File: config.mk
export PLATFORM = sky130hd
export DESIGN_NAME = sris_ctrl
export DESIGN_NICKNAME = d
export VERILOG_FILES = /design/src/sris_pkg.sv /design/src/sris_ctrl.sv
export SDC_FILE = /design/constraint.sdc
export NUM_CORES = 1
export LEC_CHECK = 0
export BUFFER_PORTS_ARGS = -buffer_cell sky130_fd_sc_hd__clkbuf_2
export CAP_MARGIN = 20
export CORE_AREA = 2 2 39 41
export CTS_CLUSTER_SIZE = 14
export DETAILED_ROUTE_END_ITERATION = 8
export DIE_AREA = 0 0 41 43
export GPL_ROUTABILITY_DRIVEN = 0
export SYNTH_ARGS = -nofsm -noshare
export SYNTH_HDL_FRONTEND = slang
export SYNTH_SLANG_ARGS = --single-unit
export TNS_END_PERCENT = 30
File: constraint.sdc
create_clock -name clk_i -period 1.71 [get_ports clk_i]
set_input_delay 0.0855 -clock clk_i [delete_from_list [all_inputs] [get_ports clk_i]]
set_output_delay 0.0855 -clock clk_i [all_outputs]
set_load 0.02 [all_outputs]
File: src/sris_pkg.sv
`timescale 1ns / 1ps
// Shared types and constants of the shred ring store index.
// No dependencies; used by every module of the block.
package sris_pkg;

  localparam int RING_DEPTH        = 1024;
  localparam int RING_AW           = $clog2(RING_DEPTH);
  localparam int CNT_W             = RING_AW + 1;
  localparam int MAX_PAYLOAD_BYTES = 1228;
  localparam int SLOT_BITS         = 48;
  localparam int INDEX_BITS        = 15;
  localparam int LEN_BITS          = 11;
  localparam int KEY_BITS          = SLOT_BITS + INDEX_BITS;
  localparam int CAP_BITS          = 11;

  typedef enum logic [1:0] {
    MODE_INSERT  = 2'd0,
    MODE_QUERY   = 2'd1,
    MODE_HIGHEST = 2'd2,
    MODE_NONE    = 2'd3
  } mode_e;

  typedef enum logic [2:0] {
    ST_INSERTED = 3'd0,
    ST_DUP      = 3'd1,
    ST_FOUND    = 3'd2,
    ST_MISS     = 3'd3,
    ST_TOOBIG   = 3'd4
  } status_e;

  typedef enum logic [1:0] {
    S_IDLE = 2'd0,
    S_SCAN = 2'd1,
    S_FIN  = 2'd2
  } state_e;

  typedef struct packed {
    logic [KEY_BITS-1:0] key;
    logic [LEN_BITS-1:0] len;
  } ring_entry_t;

  typedef struct packed {
    logic load;
    logic scan_en;
    logic commit;
  } cmd_t;

  typedef struct packed {
    logic scan_done;
    logic out_busy;
  } sts_t;

endpackage

File: src/sris_ctrl.sv
`timescale 1ns / 1ps
// Controller of the shred ring store index: accept, ring scan, commit.
// Depends on sris_pkg.
module sris_ctrl (
  input  logic          clk_i,
  input  logic          rst_ni,
  input  logic          in_valid_i,
  output logic          in_ready_o,
  input  sris_pkg::sts_t sts_i,
  output sris_pkg::cmd_t cmd_o
);

  sris_pkg::state_e state_q, state_d;

  always_ff @(posedge clk_i or negedge rst_ni) begin
    if (!rst_ni) begin
      state_q <= sris_pkg::S_IDLE;
    end else begin
      state_q <= state_d;
    end
  end

  always_comb begin
    state_d    = state_q;
    in_ready_o = 1'b0;
    cmd_o      = '0;
    case (state_q)
      sris_pkg::S_IDLE: begin
        in_ready_o = 1'b1;
        if (in_valid_i) begin
          cmd_o.load = 1'b1;
          state_d    = sris_pkg::S_SCAN;
        end
      end
      sris_pkg::S_SCAN: begin
        cmd_o.scan_en = 1'b1;
        if (sts_i.scan_done) begin
          state_d = sris_pkg::S_FIN;
        end
      end
      sris_pkg::S_FIN: begin
        // wait for the output register to free up
        if (!sts_i.out_busy) begin
          cmd_o.commit = 1'b1;
          state_d      = sris_pkg::S_IDLE;
        end
      end
      default: begin
        state_d = sris_pkg::S_IDLE;
      end
    endcase
  end

  a_commit_after_scan: assert property (@(posedge clk_i) disable iff (!rst_ni)
    cmd_o.commit |-> $past(state_q) == sris_pkg::S_SCAN || $past(state_q) == sris_pkg::S_FIN)
    else $error("commit without a completed scan");
  a_load_leads_scan: assert property (@(posedge clk_i) disable iff (!rst_ni)
    cmd_o.load |=> state_q == sris_pkg::S_SCAN)
    else $error("load did not start a scan");
  a_no_commit_busy: assert property (@(posedge clk_i) disable iff (!rst_ni)
    cmd_o.commit |-> !sts_i.out_busy)
    else $error("commit while output word pending");

endmodule

==> results of run 1 <==
-- cells in the mapped netlist (all sizes together) --
cell	count	share of area, %
a211oi	1	7.1
and2	1	6.0
dfrtp	2	48
nand2	1	3.6
nor2	2	7.1
nor2b	1	13
nor3b	1	7.1
o2bb2ai	1	8.3
-- per-layer routing --
metal / up-vias / track usage (%) / share of wire (%) / wire [um]
met5: - / 0 / 0 / 0
met4: 0 / 12.0 / 7.3 / 20
met3: 2 / 1.57 / 11 / 31
met2: 9 / 5.31 / 43 / 117
met1: 46 / 1.60 / 38 / 105
li1: 59 / - / - / -
-- power by group through the flow --
stage | Combinational [mW] | Clock (mW) | Sequential [mW]
2_1_floorplan | 0.120 | 0 | 0.0995
3_3_place_gp | 0.171 | 0 | 0.104
3_5_place_dp | 0.171 | 0 | 0.104
4_1_cts | 0.174 | 0.114 | 0.104
5_1_grt | 0.191 | 0.114 | 0.109
6_report | 0.170 | 0.104 | 0.104
-- worst reg2reg max path, delay by kind of cell (launching register included) --
| family | cells | cell delay (ns) |
|---|---|---|
| AO/OA/AOI/OAI | 1 | 0.12 |
| flip-flops | 1 | 0.41 |
| AND/OR/NAND/NOR | 1 | 0.15 |
-- per-stage QoR --
step / area [sq um] / hold slack, ns
floorplan: 105 / -0.210
CTS: 198 / 0.0610
detailed placement: 165 / -0.127
finish: 198 / 0.0687
global placement: 165 / -0.125
global route: 198 / 0.0870
-- layout make-up --
class / instances / area (sq um)
Tap cell: 16 / 20.0
Fill cell: 155 / 1190
Timing Repair Buffer: 9 / 50.0
Clock buffer: 3 / 22.5
Sequential cell: 2 / 50.0
Multi-Input combinational cell: 8 / 55.1
-- worst paths after layout --
check	cells past startpoint	slack (ns)	to
worst max-delay path	3	0.55	cmd_o[2]
worst min-delay path	2	0.07	state_q[0]$_DFFE_PN0P_
worst max register to register	2	0.91	state_q[1]$_DFFE_PN0P_
worst min register to register	1	0.54	state_q[0]$_DFFE_PN0P_
max in group asynchronous	2	1.43	state_q[0]$_DFFE_PN0P_
min in group asynchronous	2	0.18	state_q[1]$_DFFE_PN0P_
-- cell families after synthesis --
logic type	Yosys count	share of synthesized area (%)
compound gates	2	15.5
simple gates	6	36.9
flops	2	47.6
==> reports/qor.csv, run 1 <==
stage,metric,value,unit
power_and_ir_drop,swShare,41.2,%
placed_design,port_buffers,8,
sta,hold_viol,0,
global_route,grt_max_degree,7,
final_layout,mostFrequentLayoutCells,"clkbuf_2, clkbuf_4, nor2_1, dfrtp_1",
power_and_ir_drop,ir_worst_vdd,0.000271,V
placed_design,pre_cts_slack,0.784,ns
sta,slew_headroom,87.0,%
routing,wirelength,274,um
global_route,grt_overflow_total,0,
critical_path,critPathArrivalTime,1.07,ns
run,maxCapViolations,0,
clock_tree,h-tree-depth,1,
global_route,grt_pass1_wl,365,um
sta,tightest_slew,0.195,ns
clock_tree,cts_setup_buffers,0,
critical_path,start_kind,register,
critical_path,path_cells,nor2_1 -> and2_1 -> clkbuf_2,
placed_design,dp_cells,34,
sta,setup_ws,0.551,ns
critical_path,cp_top_family,flip-flops,
final_layout,area_growth,88.1,%
die,chipHeight,43,um
routing,num_vias,116,
critical_path,critPathKind,register to output pin,
power_and_ir_drop,intPower,223,uW
final_layout,final_cells,38,
sta,maxSlewViolCount,0,
routing,drt_drc_violations_left,0,
power_and_ir_drop,power_density,1920,nW/um^2
final_layout,utilization,14.3,%
sta,fin_tns_setup,0,ns
routing,drt_iter0_markers,1,
critical_path,crit_path_max_incr_delay,0.41,ns
global_route,grt_antenna_before_repair,0,
critical_path,setup.worst_path.start,state_q[0]$_DFFE_PN0P_,
power_and_ir_drop,power_frac_clock,27.5,%
critical_path,cp-end-kind,output pin,
sta,fmax,0.863,GHz
power_and_ir_drop,p_seq_share,27.6,%
synthesis,synth_area,105,sq um
synthesis,syn_nets,15,
synthesis,ys_seq_elements,2,
final_layout,nNetsFinal,29,
sta,fin_crit,1.16,ns
final_layout,final_common_cell,clkbuf_2,
sta,setup_violations,0,
final_layout,n_antenna_cell,0,
critical_path,worst-path-buf-inv,1,
hold_path,hold_path_class,primary input to register,
power_and_ir_drop,power_frac_comb,45.0,%
sta,rsz0062_at_grt,no,
synthesis,syn_avg_cell_area,10.5,sq um
final_layout,largest_register_ff_count,2,
critical_path,crit_fanout,6,
synthesis,syn-instance-count,10,
routing,first_pass_iters,4,
clock_tree,cts.sinks,2,
die,start_util,7.59,%
sta,fin_skew,0.000827,ns
routing,via_per_inst,3.05,
synthesis,ys_types,8,
clock_tree,clk_transition_reported_paths,0.03,ns
global_route,grt_pass1_vias,114,
power_and_ir_drop,p_total,379,uW
power_and_ir_drop,p_sw,156,uW
synthesis,seq_area_frac_synth,47.6,%
outcome,outcome,finished clean,
clock_tree,cts_buffers,3,
power_and_ir_drop,leakagePower,0.0962,nW
clock_tree,holdBufCountCts,1,
critical_path,cpMaxStageDelayCell,dfrtp_1,
final_layout,reg_top3,state_q: 2 flops,
final_layout,layout-drive-gt1-share,54.5,%
routing,post_drt_wl_per_cell,7.21,um
clock_tree,worstSkewPairLatency,0.22,ns
routing,ant_nets,0,
hold_path,holdCritStartpoint,sts_i[1],
final_layout,regMostFlops,state_q,
die,core.rowCount,14,
critical_path,required,1.62,ns
critical_path,r2r_start,state_q[0]$_DFFE_PN0P_,
clock_tree,cts_root_buffer,clkbuf_4,
clock_tree,clk_path_buf_depth,2,
synthesis,yosysWarnings,0,
die,core,1380,sq um
die,die_x,41,um
placed_design,hpwl,196,um
clock_tree,cts_tree,yes,
die,dieArea,1760,sq um
global_route,grtUsageTotal,4.31,%
clock_tree,post_cts_resized,0,
die,io_pins,9,
sta,fin_crit_sh,67.8,%
Note: power is estimated with default switching activity, not from simulation.
==> run 2, diff against run 1 <==
==> constraint.sdc (replaced) <==
create_clock -name clk_i -period 1.12 [get_ports clk_i]
set_input_delay 0.056 -clock clk_i [delete_from_list [all_inputs] [get_ports clk_i]]
set_output_delay 0.056 -clock clk_i [all_outputs]
set_load 0.02 [all_outputs]
==> run 2 against run 1 <==
Net effect: sequential cell count did not move; clock-buffer cell count unchanged; register-to-register slack worse by 0.66 ns; critical path depth did not move; worst setup slack worse by 0.52 ns; non-clock buffer count increased by 3; via count up 15%; final cell count grew 7.9%.
==> reports/qor.csv, run 2 (same netlist as run 1, synthesis figures left out) <==
stage,metric,value,unit
outcome,outcome,finished clean,
routing,wirelength,321,um
global_route,grtUsageTotal,4.40,%
critical_path,worst-path-buf-inv,2,
routing,post_drt_wl_per_cell,7.83,um
critical_path,reg2reg_slack,0.25,ns
sta,rsz0062_at_grt,yes,
clock_tree,cts.sinks,2,
sta,fin_tns_setup,0,ns
critical_path,rr_worst_depth,3,
die,die_x,41,um
power_and_ir_drop,p_total,704,uW
global_route,grt_pass1_vias,143,
placed_design,dp_cells,34,
clock_tree,worstSkewPairLatency,0.22,ns
routing,first_pass_iters,1,
critical_path,cpMaxStageDelayCell,dfrtp_2,
critical_path,crit_top_cell,buf_4,
final_layout,layout-drive-gt1-share,76.0,%
final_layout,reg_top3,state_q: 2 flops,
sta,fin_skew,0.00571,ns
critical_path,r2r_start,state_q[1]$_DFFE_PN0P_,
final_layout,utilization,17.2,%
final_layout,largest_register_ff_count,2,
final_layout,final_cells,41,
final_layout,final_common_cell,buf_4,
routing,via_per_inst,3.24,
sta,fin_crit_sh,96.9,%
hold_path,min_to,state_q[0]$_DFFE_PN0P_,
power_and_ir_drop,power_density,2960,nW/um^2
die,start_util,7.59,%
critical_path,cp-end-kind,output pin,
sta,setup_ws,0.0351,ns
die,io_pins,9,
run,maxCapViolations,0,
placed_design,dpl_cell_area,165,sq um
die,core.rowCount,14,
global_route,grt_antenna_before_repair,0,
clock_tree,cts_tree,yes,
final_layout,area_growth,126,%
die,core,1380,sq um
clock_tree,cts_buffers,3,
global_route,grt_pass1_wl,455,um
global_route,grt_overflow_total,0,
critical_path,path_cells,buf_4 -> nor2b_4 -> buf_4,
routing,drt_drc_violations_left,0,
routing,ant_nets,0,
critical_path,critPathKind,register to output pin,
critical_path,rr_endpoint,state_q[1]$_DFFE_PN0P_,
clock_tree,clk_path_buf_depth,2,
critical_path,cp_top_family,flip-flops,
clock_tree,h-tree-depth,1,
routing,num_vias,133,
final_layout,nNetsFinal,32,
critical_path,critPathArrivalTime,1.03,ns
sta,maxSlewViolCount,0,
sta,tightest_slew,0.195,ns
sta,setup_violations,0,
critical_path,start_kind,register,
routing,drt_iter0_markers,0,
die,dieArea,1760,sq um
sta,fin_crit,1.08,ns
final_layout,regMostFlops,state_q,
hold_path,hold_path_class,primary input to register,
final_layout,fillCellCount,163,
sta,fmax,0.922,GHz
critical_path,required,1.06,ns
hold_path,holdPathStages,2,
sta,hold_slack,0.0334,ns
critical_path,crit_fanout,5,
placed_design,port_buffers,8,
final_layout,final_area,238,sq um
hold_path,holdCritStartpoint,sts_i[1],
global_route,grt_max_degree,6,
critical_path,crit_path_max_incr_delay,0.42,ns
power_and_ir_drop,ir_worst_vdd,0.000373,V
clock_tree,cts_root_buffer,clkbuf_4,
sta,slew_headroom,86.9,%
final_layout,mostFrequentLayoutCells,"buf_4, clkbuf_2, clkbuf_4",
power_and_ir_drop,leakagePower,0.113,nW
placed_design,pre_cts_slack,0.204,ns
die,chipHeight,43,um
final_layout,n_antenna_cell,0,
clock_tree,clk_transition_reported_paths,0.03,ns
sta,hold_viol,0,
[run 2: power by group]
group / switching, mW / internal [mW]
Sequential: 0.0515 / 0.114
Clock: 0.0381 / 0.118
Combinational: 0.176 / 0.206
[run 2: worst max-delay path by stage]
| stage | start | to | slack [ns] | depth (start not counted) |
|---|---|---|---|---|
| floorplan | state_q[1]$_DFFE_PN0P_ | cmd_o[2] | 0.03 | 2 |
| global placement | state_q[1]$_DFFE_PN0P_ | cmd_o[2] | 0.23 | 3 |
| detailed placement | state_q[1]$_DFFE_PN0P_ | cmd_o[2] | 0.20 | 3 |
| CTS | state_q[0]$_DFFE_PN0P_ | cmd_o[2] | 0.004 | 3 |
| global route | state_q[1]$_DFFE_PN0P_ | cmd_o[2] | -0.02 | 3 |
| finish | state_q[1]$_DFFE_PN0P_ | cmd_o[1] | 0.04 | 3 |
[run 2: metal layers]
metal,GRT usage [%],part of all wire (%),up-vias,wire (um)
met2,6.88,52,7,167
met3,3.14,10,0,32
met1,2.23,38,60,121
met5,0,0,-,0
met4,6.00,0,0,0
li1,-,-,66,-
[run 2: layout make-up]
cell class	count	area, sq um	area share (%)
Multi-Input combinational cell	8	62.6	26.3
Tap cell	16	20.0	8.42
Sequential cell	2	52.6	22.1
Clock buffer	3	22.5	9.47
Timing Repair Buffer	12	80.1	33.7
[run 2: timing repair]
action,4_1_cts,5_1_grt
gates resized for setup,3,7
endpoints found under the setup margin,2,2
pin swaps,0,1
hold buffers,1,0
setup buffers,2,1
endpoints found under the hold margin,2,0
[run 2: worst reg2reg max path: stages (launching register included)]
cell       delay (ns)
dfrtp_2          0.42
buf_4            0.15
nor2b_4          0.10
o2bb2ai_1        0.12
==> run 3, diff against run 2 <==
--- a/config.mk
+++ b/config.mk
@@ -12,6 +12,7 @@
 export DETAILED_ROUTE_END_ITERATION = 8
 export DIE_AREA = 0 0 41 43
 export GPL_ROUTABILITY_DRIVEN = 0
+export RECOVER_POWER = 50
 export SYNTH_ARGS = -nofsm -noshare
 export SYNTH_HDL_FRONTEND = slang
 export SYNTH_SLANG_ARGS = --single-unit
==> run 3 against run 2 <==
Net effect: wire length unchanged; total power up 0.25%; clock skew unchanged; final area down 0.53%; register-to-register slack about the same; via count unchanged; final cell count unchanged; combinational power about the same; sequential share of layout area up 0.12 points.
==> reports/qor.csv, run 3 (same netlist as run 1, synthesis figures left out) <==
stage,metric,value,unit
hold_path,hold_path_class,primary input to register,
die,start_util,7.59,%
sta,fin_skew,0.00571,ns
final_layout,final_common_cell,buf_4,
clock_tree,clk_transition_reported_paths,0.03,ns
final_layout,nNetsFinal,32,
power_and_ir_drop,power_frac_clock,22.1,%
outcome,outcome,finished clean,
routing,via_per_inst,3.24,
final_layout,area_growth,125,%
routing,first_pass_iters,1,
power_and_ir_drop,intPower,438,uW
routing,wirelength,321,um
final_layout,n_antenna_cell,0,
critical_path,crit_path_end,cmd_o[1],
die,die_x,41,um
global_route,grt_antenna_before_repair,0,
routing,drt_iter0_markers,0,
power_and_ir_drop,leakagePower,0.110,nW
final_layout,largest_register_ff_count,2,
run,maxCapViolations,0,
global_route,grt_overflow_total,0,
global_route,grtUsageTotal,4.40,%
critical_path,crit_fanout,5,
die,io_pins,9,
final_layout,regMostFlops,state_q,
sta,tightest_slew,0.195,ns
global_route,grt_max_degree,6,
power_and_ir_drop,p_sw,268,uW
final_layout,reg_top3,state_q: 2 flops,
global_route,grt_pass1_vias,143,
clock_tree,cts_root_buffer,clkbuf_4,
sta,slew_headroom,86.9,%
sta,fin_crit,1.09,ns
power_and_ir_drop,power_frac_comb,54.1,%
final_layout,fillCellCount,163,
die,core,1380,sq um
die,core.rowCount,14,
routing,post_drt_wl_per_cell,7.83,um
critical_path,cp-end-kind,output pin,
routing,ant_nets,0,
final_layout,layout-drive-gt1-share,72.0,%
clock_tree,cts_buffers,3,
sta,rsz0062_at_grt,yes,
critical_path,r2r_start,state_q[1]$_DFFE_PN0P_,
sta,maxSlewViolCount,0,
sta,fin_crit_sh,97.1,%
sta,setup_violations,0,
power_and_ir_drop,swShare,38.0,%
routing,drt_drc_violations_left,0,
clock_tree,clk_path_buf_depth,2,
power_and_ir_drop,p_seq_share,23.8,%
clock_tree,h-tree-depth,1,
critical_path,rr_worst_depth,3,
sta,fin_tns_setup,0,ns
die,chipHeight,43,um
critical_path,start_kind,register,
sta,setup_ws,0.0324,ns
final_layout,multi_input_area,62.6,sq um
sta,fmax,0.919,GHz
placed_design,pre_cts_slack,0.204,ns
clock_tree,cts_tree,yes,
power_and_ir_drop,p_total,706,uW
final_layout,mostFrequentLayoutCells,"buf_4, clkbuf_2, clkbuf_4",
die,dieArea,1760,sq um
sta,hold_slack,0.0334,ns
clock_tree,cts.sinks,2,
critical_path,setup.worst_path.start,state_q[1]$_DFFE_PN0P_,
clock_tree,worstSkewPairLatency,0.22,ns
power_and_ir_drop,power_density,2980,nW/um^2
final_layout,regArea,52.6,sq um
critical_path,critPathArrivalTime,1.03,ns
power_and_ir_drop,ir_worst_vdd,0.000375,V
critical_path,required,1.06,ns
placed_design,port_buffers,8,
critical_path,rr_endpoint,state_q[1]$_DFFE_PN0P_,
global_route,grt_pass1_wl,455,um
critical_path,reg2reg_slack,0.24,ns
critical_path,critPathKind,register to output pin,
sta,hold_viol,0,
routing,num_vias,133,
## run 3: worst min path at each step
stage             start                      to  slack [ns]  depth (start not counted)
2_1_floorplan    rst_ni  state_q[0]$_DFFE_PN0P_       -0.24                          0
3_5_place_dp     rst_ni  state_q[0]$_DFFE_PN0P_       -0.16                          1
6_report       sts_i[1]  state_q[0]$_DFFE_PN0P_        0.03                          2
4_1_cts        sts_i[1]  state_q[0]$_DFFE_PN0P_        0.03                          2
5_1_grt        sts_i[1]  state_q[0]$_DFFE_PN0P_        0.05                          2
3_3_place_gp     rst_ni  state_q[0]$_DFFE_PN0P_       -0.16                          1
## run 3: worst max-delay path, stage by stage (launching register included)
cell and delay, ns:
dfrtp_2 0.42, buf_4 0.15, nor2b_4 0.10, buf_4 0.14
## run 3: layout make-up
type	instances	area share [%]
Clock buffer	3	9.52
Sequential cell	2	22.2
Timing Repair Buffer	12	33.3
Tap cell	16	8.47
Multi-Input combinational cell	8	26.5
## run 3: repair_timing
item	4_1_cts	5_1_grt
pin swaps	0	1
setup buffers	2	1
endpoints found under the hold margin	2	0
gates cloned	0	0
resized for setup	3	7
endpoints found under the setup margin	2	2
hold buffers	1	0
## run 3: metal layers
metal	part of all wire [%]	up-vias	GRT usage, %
met4	0	0	6.00
met1	36	60	2.23
li1	-	66	-
met2	53	7	6.88
met3	10	0	3.14
met5	0	-	0
## run 3: power groups by stage
stage	Clock, mW	Sequential [mW]	Combinational, mW
after global placement	0	0.162	0.259
after CTS	0.164	0.169	0.333
after floorplan	0	0.152	0.184
after global routing	0.168	0.173	0.417
after detailed placement	0	0.165	0.262
final	0.156	0.168	0.382
## run 3: metrics by stage
| step | std cells | utilization (%) | cell area [sq um] |
|---|---|---|---|
| 4_1_cts | 40 | 15.8 | 219 |
| 2_1_floorplan | 10 | - | 105 |
| 3_5_place_dp | 34 | 11.9 | 165 |
| 5_1_grt | 41 | 17.1 | 236 |
| 6_report | 41 | 17.1 | 236 |
| 3_3_place_gp | 34 | 11.9 | 165 |
